$ cat config.mk
export PLATFORM = sky130hd
export DESIGN_NAME = vcp_regfile
export DESIGN_NICKNAME = d
export VERILOG_FILES = /design/src/rtl/core/vcp_pkg.sv /design/src/rtl/core/vcp_regfile.sv
export SDC_FILE = /design/constraint.sdc
export NUM_CORES = 1
export LEC_CHECK = 0
export ABC_CLOCK_PERIOD_IN_PS = 2300
export BUFFER_PORTS_ARGS = -buffer_cell sky130_fd_sc_hd__buf_2
export CORE_MARGIN = 3
export CORE_UTILIZATION = 25
export CTS_CLUSTER_SIZE = 16
export DETAILED_ROUTE_END_ITERATION = 10
export SYNTH_ARGS = -nofsm -noshare
export SYNTH_HDL_FRONTEND = slang
export SYNTH_SLANG_ARGS = --single-unit
$ cat constraint.sdc
create_clock -name clock -period 2.3 [get_ports clock]
set_input_delay 0.23 -clock clock [delete_from_list [all_inputs] [get_ports clock]]
set_output_delay 0.23 -clock clock [all_outputs]
set_load 0.005 [all_outputs]
$ cat src/rtl/core/vcp_pkg.sv
// ----------------------------------------------------------------------------
// vcp_pkg
// Shared types and constants of the video chip cpu port.
// ----------------------------------------------------------------------------
package vcp_pkg;

   localparam int VRAM_ADDR_BITS = 14;   // video memory address bits in use, 12..14
   localparam int CPU_ADDR_BITS  = 14;   // address width seen through the control port
   localparam int REG_COUNT      = 8;
   localparam int REG_IDX_BITS   = $clog2(REG_COUNT);

   // port access opcodes
   localparam logic [2:0] OP_DATA_WR   = 3'd0;
   localparam logic [2:0] OP_CTRL_WR   = 3'd1;
   localparam logic [2:0] OP_DATA_RD   = 3'd2;
   localparam logic [2:0] OP_STATUS_RD = 3'd3;
   localparam logic [2:0] OP_STATUS_SET = 3'd4;

   // access codes from the second control byte
   localparam logic [1:0] CODE_VRAM_RD = 2'd0;
   localparam logic [1:0] CODE_REG_WR  = 2'd2;

   localparam logic [7:0] REG0_MASK      = 8'h03;
   localparam logic [7:0] REG1_MASK      = 8'hFB;
   localparam logic [7:0] STATUS_KEEP    = 8'h1F;
   localparam int         IRQ_ENABLE_BIT = 5;
   localparam int         STATUS_INT_BIT = 7;

   typedef struct packed {
      logic       reg_we;
      logic [3:0] reg_num;
      logic [7:0] reg_val;
      logic       status_rd;
      logic       status_raise;
      logic [7:0] raise_bits;
   } reg_cmd_type;

   typedef struct packed {
      logic [7:0] status;
      logic       irq_next;
      logic       mode_pulse;
   } reg_sts_type;

endpackage

$ cat src/rtl/core/vcp_regfile.sv
// ----------------------------------------------------------------------------
// vcp_regfile
// Masked control registers, status flags and the interrupt line.
// ----------------------------------------------------------------------------
module vcp_regfile
   import vcp_pkg::*;
(
   input  logic        clock,
   input  logic        reset,
   input  reg_cmd_type cmd,
   output reg_sts_type sts
);

   logic [7:0] ctrl_reg_ff [REG_COUNT];
   logic [7:0] ctrl_reg_in [REG_COUNT];
   logic [7:0] status_ff;
   logic [7:0] status_in;
   logic       irq_ff;
   logic       irq_in;
   logic       pulse;

   always_comb begin
      ctrl_reg_in = ctrl_reg_ff;
      status_in   = status_ff;
      irq_in      = irq_ff;
      pulse       = 1'b0;

      // register numbers above seven are dropped
      if (cmd.reg_we && !cmd.reg_num[3]) begin
         unique case (cmd.reg_num[REG_IDX_BITS-1:0])
            REG_IDX_BITS'(0): begin
               ctrl_reg_in[0] = cmd.reg_val & REG0_MASK;
               pulse          = 1'b1;
            end
            REG_IDX_BITS'(1): begin
               ctrl_reg_in[1] = cmd.reg_val & REG1_MASK;
               pulse          = 1'b1;
               if (status_ff[STATUS_INT_BIT] && ctrl_reg_in[1][IRQ_ENABLE_BIT]) begin
                  irq_in = 1'b1;
               end
            end
            default: begin
               ctrl_reg_in[cmd.reg_num[REG_IDX_BITS-1:0]] = cmd.reg_val;
            end
         endcase
      end

      if (cmd.status_rd) begin
         if (status_ff[STATUS_INT_BIT]) begin
            irq_in = 1'b0;
         end
         status_in = status_ff & STATUS_KEEP;
      end

      if (cmd.status_raise) begin
         status_in = status_ff | cmd.raise_bits;
         if (status_in[STATUS_INT_BIT] && ctrl_reg_ff[1][IRQ_ENABLE_BIT]) begin
            irq_in = 1'b1;
         end
      end
   end

   always_ff @(posedge clock) begin
      if (reset) begin
         for (int i = 0; i < REG_COUNT; i++) begin
            ctrl_reg_ff[i] <= '0;
         end
         status_ff <= '0;
         irq_ff    <= 1'b0;
      end else begin
         ctrl_reg_ff <= ctrl_reg_in;
         status_ff   <= status_in;
         irq_ff      <= irq_in;
      end
   end

   assign sts.status     = status_ff;
   assign sts.irq_next   = irq_in;
   assign sts.mode_pulse = pulse;

endmodule

# ---- Word level (Yosys, flattened, before mapping)
# Index checks and enable logic that the tools add are counted.
dict set report word_totals {
  elab_cells 46
  memories 0
  ram_bits 0
  output_inout_bits 10
  mem_bits_ro 0
  regBits 73
  latch_bits 0
}
dict set report op_classes {
  n_div 0
  addsub 0
  bitwise 5
  n_lt_le_gt_ge 2
  shifts 0
  n_mul 0
  n_eq_ne 1
  n_reduce_logical 11
  muxes 16
}
# op n
set op_table {}
lappend op_table {{$bwmux 64} 1}
lappend op_table {{$pmux 8 s2} 2}
lappend op_table {{$demux 8 s3} 1}
lappend op_table {{$mux 8} 3}
lappend op_table {{$mux 1} 9}
lappend op_table {{$or 8x8->8} 1}
lappend op_table {{$reduce_and 2->1} 3}
lappend op_table {{$ge 4x4->1 const B} 1}
lappend op_table {{$logic_and 1x1->1} 4}
lappend op_table {{$lt 4x1->1 const B} 1}
lappend op_table {{$not 3->4} 1}
lappend op_table {{$eq 3x1->1 const B} 1}
lappend op_table {{$logic_not 3->1} 1}
lappend op_table {{$not 1->1} 3}
lappend op_table {{$reduce_bool 2->1} 1}
lappend op_table {{$reduce_or 2->1} 1}
lappend op_table {{$logic_not 1->1} 1}

# ---- Logic depth before layout (Yosys ltp)
# Gate-level depths: netlist of the first run.
dict set report logic_depth {
  ltp_word 8
  ltp_mapped 4
  ltp_nobuf 3
}

# ---- Least setup slack after synthesis of the first run
# Ideal clock, no wire load.
dict set report synth_path {
  path_type {input -> output}
  start {in cmd[19] (netlist name)}
  end {out sts[1] (netlist name)}
  t_required_ps 2070
  slack_ps 1197
  path_buffers 1
  stages 4
  t_arrival_ps 873
  path_cell_list {nor4b_4 nand4_1 o21ai_0 buf_4}
}
dict set report synth_via {
  elab_chain_cells 7
}
# element line_no
set synth_rtl {}
lappend synth_rtl {{start: declaration} vcp_regfile.sv:10} ;# input reg_cmd_type cmd,
lappend synth_rtl {{$eq 3x1->1 *} vcp_regfile.sv:30} ;# unique case (cmd.reg_num[REG_IDX_BITS-1:0])
lappend synth_rtl {{$mux 1 *} vcp_regfile.sv:30}
lappend synth_rtl {{$mux 1 *} vcp_regfile.sv:29} ;# if (cmd.reg_we && !cmd.reg_num[3]) begin
lappend synth_rtl {{$mux 1} vcp_regfile.sv:49} ;# if (status_ff[STATUS_INT_BIT]) begin
lappend synth_rtl {{$mux 1 *} vcp_regfile.sv:48} ;# if (cmd.status_rd) begin
lappend synth_rtl {{$mux 1} vcp_regfile.sv:57} ;# if (status_in[STATUS_INT_BIT] && ctrl_reg_ff[1][IRQ_ENABLE_BIT]) begin
lappend synth_rtl {{$mux 1 *} vcp_regfile.sv:55} ;# if (cmd.status_raise) begin
lappend synth_rtl {{end: declaration} vcp_regfile.sv:11} ;# output reg_sts_type sts
# Mark *: on every way between the ends. The rest lies on a longest branch, timed or not.

==> impl_summary.txt, run 1 <==
----------------------------------------------------
[Timing]
  Final Hold Vio Count ... 0
  Final worst setup slack ... 867.3 ps
  Post-Route Hold Slack ... 201.2 ps
  Remaining max-slew budget at the tightest pin ... 0.7942
  Setup repair after global routing missed its margin ... no
  Final slew viol count ... 0
  TNS Setup ... 0 ps
  Max Freq ... 698.0 MHz
  Worst setup skew after layout ... 0.3305 ps
  Transition time at the pin with the least slew margin ... 307.3 ps
  Total setup violations reported at the end of the flow ... 0
  Period Utilization, post-route ... 0.6229
  Post-route minimum period ... 1433 ps

[Min path]
  Path class of the lowest-slack min-delay path ... input port to flip-flop

[Pwr]
  Final Power ... 0.3930 mW
  Static power due to leakage ... 0.2772 nW
  Maximum vdd ir drop ... 277.5 µV
  Total power divided by cell area ... 676.9 nW/µm²

[Synthesis]
  Synth top area share ... 0.4848
  Average cell area after synthesis ... 8.976 µm²
  Synthesis warning total ... 0
  Commonest cells post-synth ... 10 x sky130_fd_sc_hd__dfxtp_1, 8 x sky130_fd_sc_hd__a21oi_1, 7 x sky130_fd_sc_hd__nor2_1, 3 x sky130_fd_sc_hd__nand2b_1, 3 x sky130_fd_sc_hd__o21ai_0
  Leading register cell type out of synthesis ... sky130_fd_sc_hd__dfxtp_1
  Top cells by area, synth ... sky130_fd_sc_hd__dfxtp_1 48%, sky130_fd_sc_hd__a21oi_1 9.7%, sky130_fd_sc_hd__nor2_1 6.4%
  Count of state elements after synthesis ... 10
  Number of distinct library cells after synthesis ... 17
  Synth Net Count ... 71
  Leading area contributor after synthesis ... sky130_fd_sc_hd__dfxtp_1
  Count leader, synth ... sky130_fd_sc_hd__dfxtp_1
  Cells after synthesis ... 46
  Sequential area share after synthesis ... 0.4848
  Synth async-reset ratio ... 0
  Area of the mapped netlist ... 412.9 µm²
  Number of synthesized flops with an enable pin ... 0

[Routing]
  DRC marker count from the first detailed-route iteration ... 9
  WL met3 ... 154 µm
  Highest metal layer with signal wires ... met3
  Post-route DRC violation count ... 0
  Total via count after detailed routing ... 425
  Routed wirelength normalized by instance count ... 10.47 µm
  WL met2 ... 397 µm
  Total detailed-routing wirelength ... 932 µm
  Detailed-routing wirelength on met1 ... 380 µm
  Via count normalized by instance count ... 4.775
  Post-route ant nets ... 0
  Number of iterations in the first detailed-routing pass ... 4

[Layout]
  Count of filler cells inserted in the layout ... 163
  Number of nets in the layout ... 99
  Ratio of cells with drive above 1 in the final layout ... 0.4384
  Area growth syn-to-layout ... 40.61%
  ANT cells ... 0

[Critical path]
  Type of the worst setup path ... flip-flop to primary output
  Arrival time worst endpoint ... 1200 ps
  Capturing element type of the critical path ... primary output
  Crit path max fanout ... 5
  Req. time, crit path ... 2070 ps
  Startpoint type of the worst setup path ... flip-flop

[Placed design]
  Routability congestion estimate ... 0.5995
  Setup slack at placement ... 1009 ps
  Buffers on Ports ... 27
  Post-DP HPWL ... 720.6 µm

[CTS]
  Root Buffer Master ... sky130_fd_sc_hd__clkbuf_4
  Bufs on Longest Clock Path ... 2
  Source-to-sink clock delay at the later pin of the worst-skew pair ... 260 ps
  Inserted Clock Buffers ... 3
  Htree depth ... 1
  Post_cts resized ... 0
  Number of post-CTS setup repair buffers ... 0
  Number of sinks handled by clock tree synthesis ... 10
  Clock transition at the registers of the reported paths ... 70 ps
  Hold bufs inserted after CTS ... 0
  TritonCTS clock tree ... built

[Floorplan]
  Number of rows created at floorplan ... 14
  Die span in x ... 46.64 µm
  Area of the placeable core ... 1524 µm²
  Area of the die ... 2175 µm²
  Die height ... 46.64 µm
  Starting utilization of the core area ... 0.2709
  I/O pins ... 35

[Global routing]
  Maximum number of pins on one net before global-route repair ... 12
  Total Routing Usage GR ... 0.09170
  Number of antenna violations at the first check in global routing ... 0
  Wire length of the first global-routing pass ... 1.414 mm
  Global-route congestion overflow total ... 0
  Via count of the first global-routing pass ... 352

[Job]
  Max capacitance violation total ... 0

[Run status]
  Run status ... complete, no violations

----------------------------------------------------
## worst max-delay path, cell delays in order, from the launching register on
cell and delay [ps]:
sky130_fd_sc_hd__dfxtp_1 380, sky130_fd_sc_hd__nor2b_1 240, sky130_fd_sc_hd__nand4_1 110, sky130_fd_sc_hd__o21ai_0 80
sky130_fd_sc_hd__buf_2 130
## per-layer routing
metal,global-route usage,up-vias
li1,-,217
met4,0.04972,0
met2,0.1264,25
met5,0,-
met3,0.03125,0
met1,0.1235,183
## power by group
group	total [mW]	switching [mW]	internal [mW]
clock	0.154	0.0583	0.0960
sequential	0.189	0.00576	0.183
combinational	0.0500	0.0235	0.0265
## logic make-up after synthesis
family,count (synthesis),share of synthesized area
simple gates,17,0.2485
compound gates,15,0.2091
flops,10,0.4848
buf+inv,4,0.05754
## layout make-up
| type | count | area (µm²) | area share |
|---|---|---|---|
| Tap cell | 16 | 20.02 | 0.03448 |
| Clock buffer | 4 | 36.28 | 0.06250 |
| Multi-Input combinational cell | 32 | 188.9 | 0.3254 |
| Timing Repair Buffer | 27 | 135.1 | 0.2328 |
| Sequential cell | 10 | 200.2 | 0.3448 |
## registers in the layout, summed over array words and instances (netlist names)
name         flops
ctrl_reg_ff      1
irq_ff           1
status_ff        8
## path summary, 6_finish.rpt
check	slack [ps]	cells after the start	to	from
worst min-delay path	200	3	status_ff[1]	cmd[1]
worst max-delay path	870	4	sts[1]	status_ff[7]
worst max register to register	1390	3	irq_ff	status_ff[7]
worst min register to register	480	2	status_ff[3]	status_ff[3]
## per-stage QoR
| step | instance area, µm² | cells | utilization |
|---|---|---|---|
| after floorplan | 412.9 | 46 | - |
| after global routing | 580.6 | 89 | 0.3810 |
| final | 580.6 | 89 | 0.3810 |
| after detailed placement | 544.3 | 85 | 0.3571 |
| after global placement | 544.3 | 85 | 0.3571 |
| after CTS | 580.6 | 89 | 0.3810 |
## placed cells by master (no fill, tap or decap), drive strengths merged, types with 2 or more instances in the layout
cell type,count
nor2,7
nand4,2
dfxtp,10
nand2b,3
a21oi,8
nor2b,2
buf,27
clkbuf,4
o21ai,3
(Power assumes the default switching activity.)
==> inputs of run 2 (changes only) <==
ABC_CLOCK_PERIOD_IN_PS = 1400   (was 2300)
clock period = 1.4 ns   (was 2.3 ns; I/O delays follow)
==> run 2 against run 1 <==
Net effect:
- clock power rose by 61%
- sequential share of layout area fell by 0.15 points
- worst setup slack worse by 750 ps
- critical path depth is the same
- final area grew 0.43%
- global-route usage shrank 0.24 points
- non-clock buffer count is the same
- wire length down 0.64%
==> impl_summary.txt, run 2 (same netlist as run 1, synthesis figures left out) <==
----------------------------------------------------
[Run status]
  Run status ... complete, no violations (unchanged)

[Critical path]
  Type of the worst setup path ... flip-flop to primary output (unchanged)
  Req. time, crit path ... 1260 ps (was 2070 ps)
  Capturing element type of the critical path ... primary output (unchanged)
  Crit path max fanout ... 5 (unchanged)
  Arrival time worst endpoint ... 1150 ps (was 1200 ps)
  CP max stage delay ... 370 ps (was 380 ps)
  Startpoint type of the worst setup path ... flip-flop (unchanged)
  Slowest cell on the critical path ... sky130_fd_sc_hd__dfxtp_1 (unchanged)
  Crit path cell chain ... nor2b_2 -> nand4_1 -> o21ai_0 -> buf_2 (was nor2b_1 -> nand4_1 -> o21ai_0 -> buf_2)

[Floorplan]
  Area of the die ... 2175 µm² (unchanged)
  Die height ... 46.64 µm (unchanged)
  Die span in x ... 46.64 µm (unchanged)
  Area of the placeable core ... 1524 µm² (unchanged)
  Number of rows created at floorplan ... 14 (unchanged)
  Starting utilization of the core area ... 0.2709 (unchanged)
  I/O pins ... 35 (unchanged)

[CTS]
  Clock transition at the registers of the reported paths ... 60 ps (was 70 ps)
  Htree depth ... 1 (unchanged)
  Root Buffer Master ... sky130_fd_sc_hd__clkbuf_4 (unchanged)
  Source-to-sink clock delay at the later pin of the worst-skew pair ... 260 ps (about the same)
  Number of sinks handled by clock tree synthesis ... 10 (unchanged)
  Bufs on Longest Clock Path ... 2 (unchanged)
  TritonCTS clock tree ... built (unchanged)
  Inserted Clock Buffers ... 3 (unchanged)

[Timing]
  Final slew viol count ... 0 (unchanged)
  Final Hold Vio Count ... 0 (unchanged)
  Post-route minimum period ... 1287 ps
  Max Freq ... 776.9 MHz
  Setup repair after global routing missed its margin ... no (unchanged)
  Period Utilization, post-route ... 0.9194
  Worst setup skew after layout ... 0.5014 ps (was 0.3305 ps)
  Transition time at the pin with the least slew margin ... 308.0 ps (was 307.3 ps)
  Final worst setup slack ... 112.8 ps (was 867.3 ps)
  TNS Setup ... 0 ps (unchanged)
  Remaining max-slew budget at the tightest pin ... 0.7938 (was 0.7942)
  Total setup violations reported at the end of the flow ... 0 (unchanged)

[Routing]
  Number of iterations in the first detailed-routing pass ... 1 (was 4)
  Detailed-routing wirelength on met1 ... 411 µm (was 380 µm)
  Highest metal layer with signal wires ... met3 (unchanged)
  Post-route DRC violation count ... 0 (unchanged)
  Total via count after detailed routing ... 407 (was 425)
  WL met3 ... 141 µm (was 154 µm)
  WL met2 ... 373 µm (was 397 µm)
  Routed wirelength normalized by instance count ... 10.40 µm (was 10.47 µm)
  Total detailed-routing wirelength ... 926 µm (was 932 µm)
  Via count normalized by instance count ... 4.573 (was 4.775)
  DRC marker count from the first detailed-route iteration ... 0 (was 9)
  Post-route ant nets ... 0 (unchanged)

[Pwr]
  Total power divided by cell area ... 1098 nW/µm² (was 676.9 nW/µm²)
  Maximum vdd ir drop ... 518.9 µV (was 277.5 µV)
  Static power due to leakage ... 0.2775 nW (was 0.2772 nW)

[Layout]
  Reg with most FFs ... status_ff (unchanged)
  Registers with the most flip-flops ... status_ff (8), ctrl_reg_ff (1), irq_ff (1) (unchanged)
  Final design utilization ... 0.3826 (was 0.3810)
  Final standard cell count with taps included and fillers excluded ... 89 (unchanged)
  Ratio of cells with drive above 1 in the final layout ... 0.4521 (was 0.4384)
  Max reg flops ... 8 (unchanged)
  Commonest non-fill, non-tap cell in the layout ... sky130_fd_sc_hd__buf_2 (unchanged)
  ANT cells ... 0 (unchanged)
  Area growth syn-to-layout ... 41.21% (was 40.61%)
  Final std cell area, no fill ... 583.1 µm² (was 580.6 µm²)
  Number of nets in the layout ... 99 (unchanged)
  Most frequent cells in the layout ... 27 x sky130_fd_sc_hd__buf_2, 10 x sky130_fd_sc_hd__dfxtp_1, 8 x sky130_fd_sc_hd__a21oi_1, 7 x sky130_fd_sc_hd__nor2_1 (unchanged)

[Job]
  Max capacitance violation total ... 0 (unchanged)

[Global routing]
  Global-route congestion overflow total ... 0 (unchanged)
  Via count of the first global-routing pass ... 359 (was 352)
  Maximum number of pins on one net before global-route repair ... 12 (unchanged)
  Total Routing Usage GR ... 0.08926 (was 0.09170)
  Number of antenna violations at the first check in global routing ... 0 (unchanged)
  Wire length of the first global-routing pass ... 1.338 mm (was 1.414 mm)

[Placed design]
  Post-Place Cells ... 85 (unchanged)
  Placed instance area ... 544.3 µm² (unchanged)
  Setup slack at placement ... 281.3 ps (was 1009 ps)
  Buffers on Ports ... 27 (unchanged)
  Routability congestion estimate ... 0.5998 (was 0.5995)

[Min path]
  Path class of the lowest-slack min-delay path ... input port to flip-flop (unchanged)

----------------------------------------------------
[run 2: cell counts in the layout (fill, tap and decap cells not counted)]
No cell type changed its count.
[run 2: final cells by class]
| class | instances | area, µm² |
|---|---|---|
| Sequential cell | 10 | 200.2 |
| Clock buffer | 4 | 36.28 |
| Multi-Input combinational cell | 32 | 191.4 |
| Timing Repair Buffer | 27 | 135.1 |
| Tap cell | 16 | 20.02 |
| Fill cell | 175 | 940.9 |
[run 2: layer usage]
metal | track usage | vias up
met5 | 0 | -
met2 | 0.1236 | 21
met3 | 0.03125 | 0
li1 | - | 216
met4 | 0.04972 | 0
met1 | 0.1186 | 170
[run 2: report_power, final]
| group | switching, mW | internal [mW] |
|---|---|---|
| registers | 0.00958 | 0.301 |
| logic | 0.0380 | 0.0438 |
| clock network | 0.0909 | 0.158 |
[run 2: critical path, delay by kind of cell (launching register included)]
kind	cells	cell delay, ps
DFF	1	370
and+or+nand+nor	2	300
buffers and inverters	1	130
AOI/OAI and AO/OA	1	90
[run 2: stage by stage]
stage          hold slack (ps)  power, mW
2_1_floorplan            274.2     0.3524
3_3_place_gp             365.8     0.3974
3_5_place_dp             383.7     0.3984
4_1_cts                  99.51     0.6519
5_1_grt                  122.5     0.6730
6_report                 111.5     0.6405
[run 2: what timing repair did]
action	4_1_cts	5_1_grt
buffers inserted	0	0
resized for setup	0	1
hold buffers	0	0
endpoints found under the setup margin	0	1
[run 2: final timing paths]
| kind | from | to | slack [ps] | depth (start not counted) |
|---|---|---|---|---|
| max | status_ff[7] | sts[1] | 110 | 4 |
| min | cmd[1] | status_ff[1] | 110 | 3 |
| max reg2reg | status_ff[7] | irq_ff | 550 | 3 |
| min reg2reg | status_ff[2] | status_ff[2] | 480 | 2 |
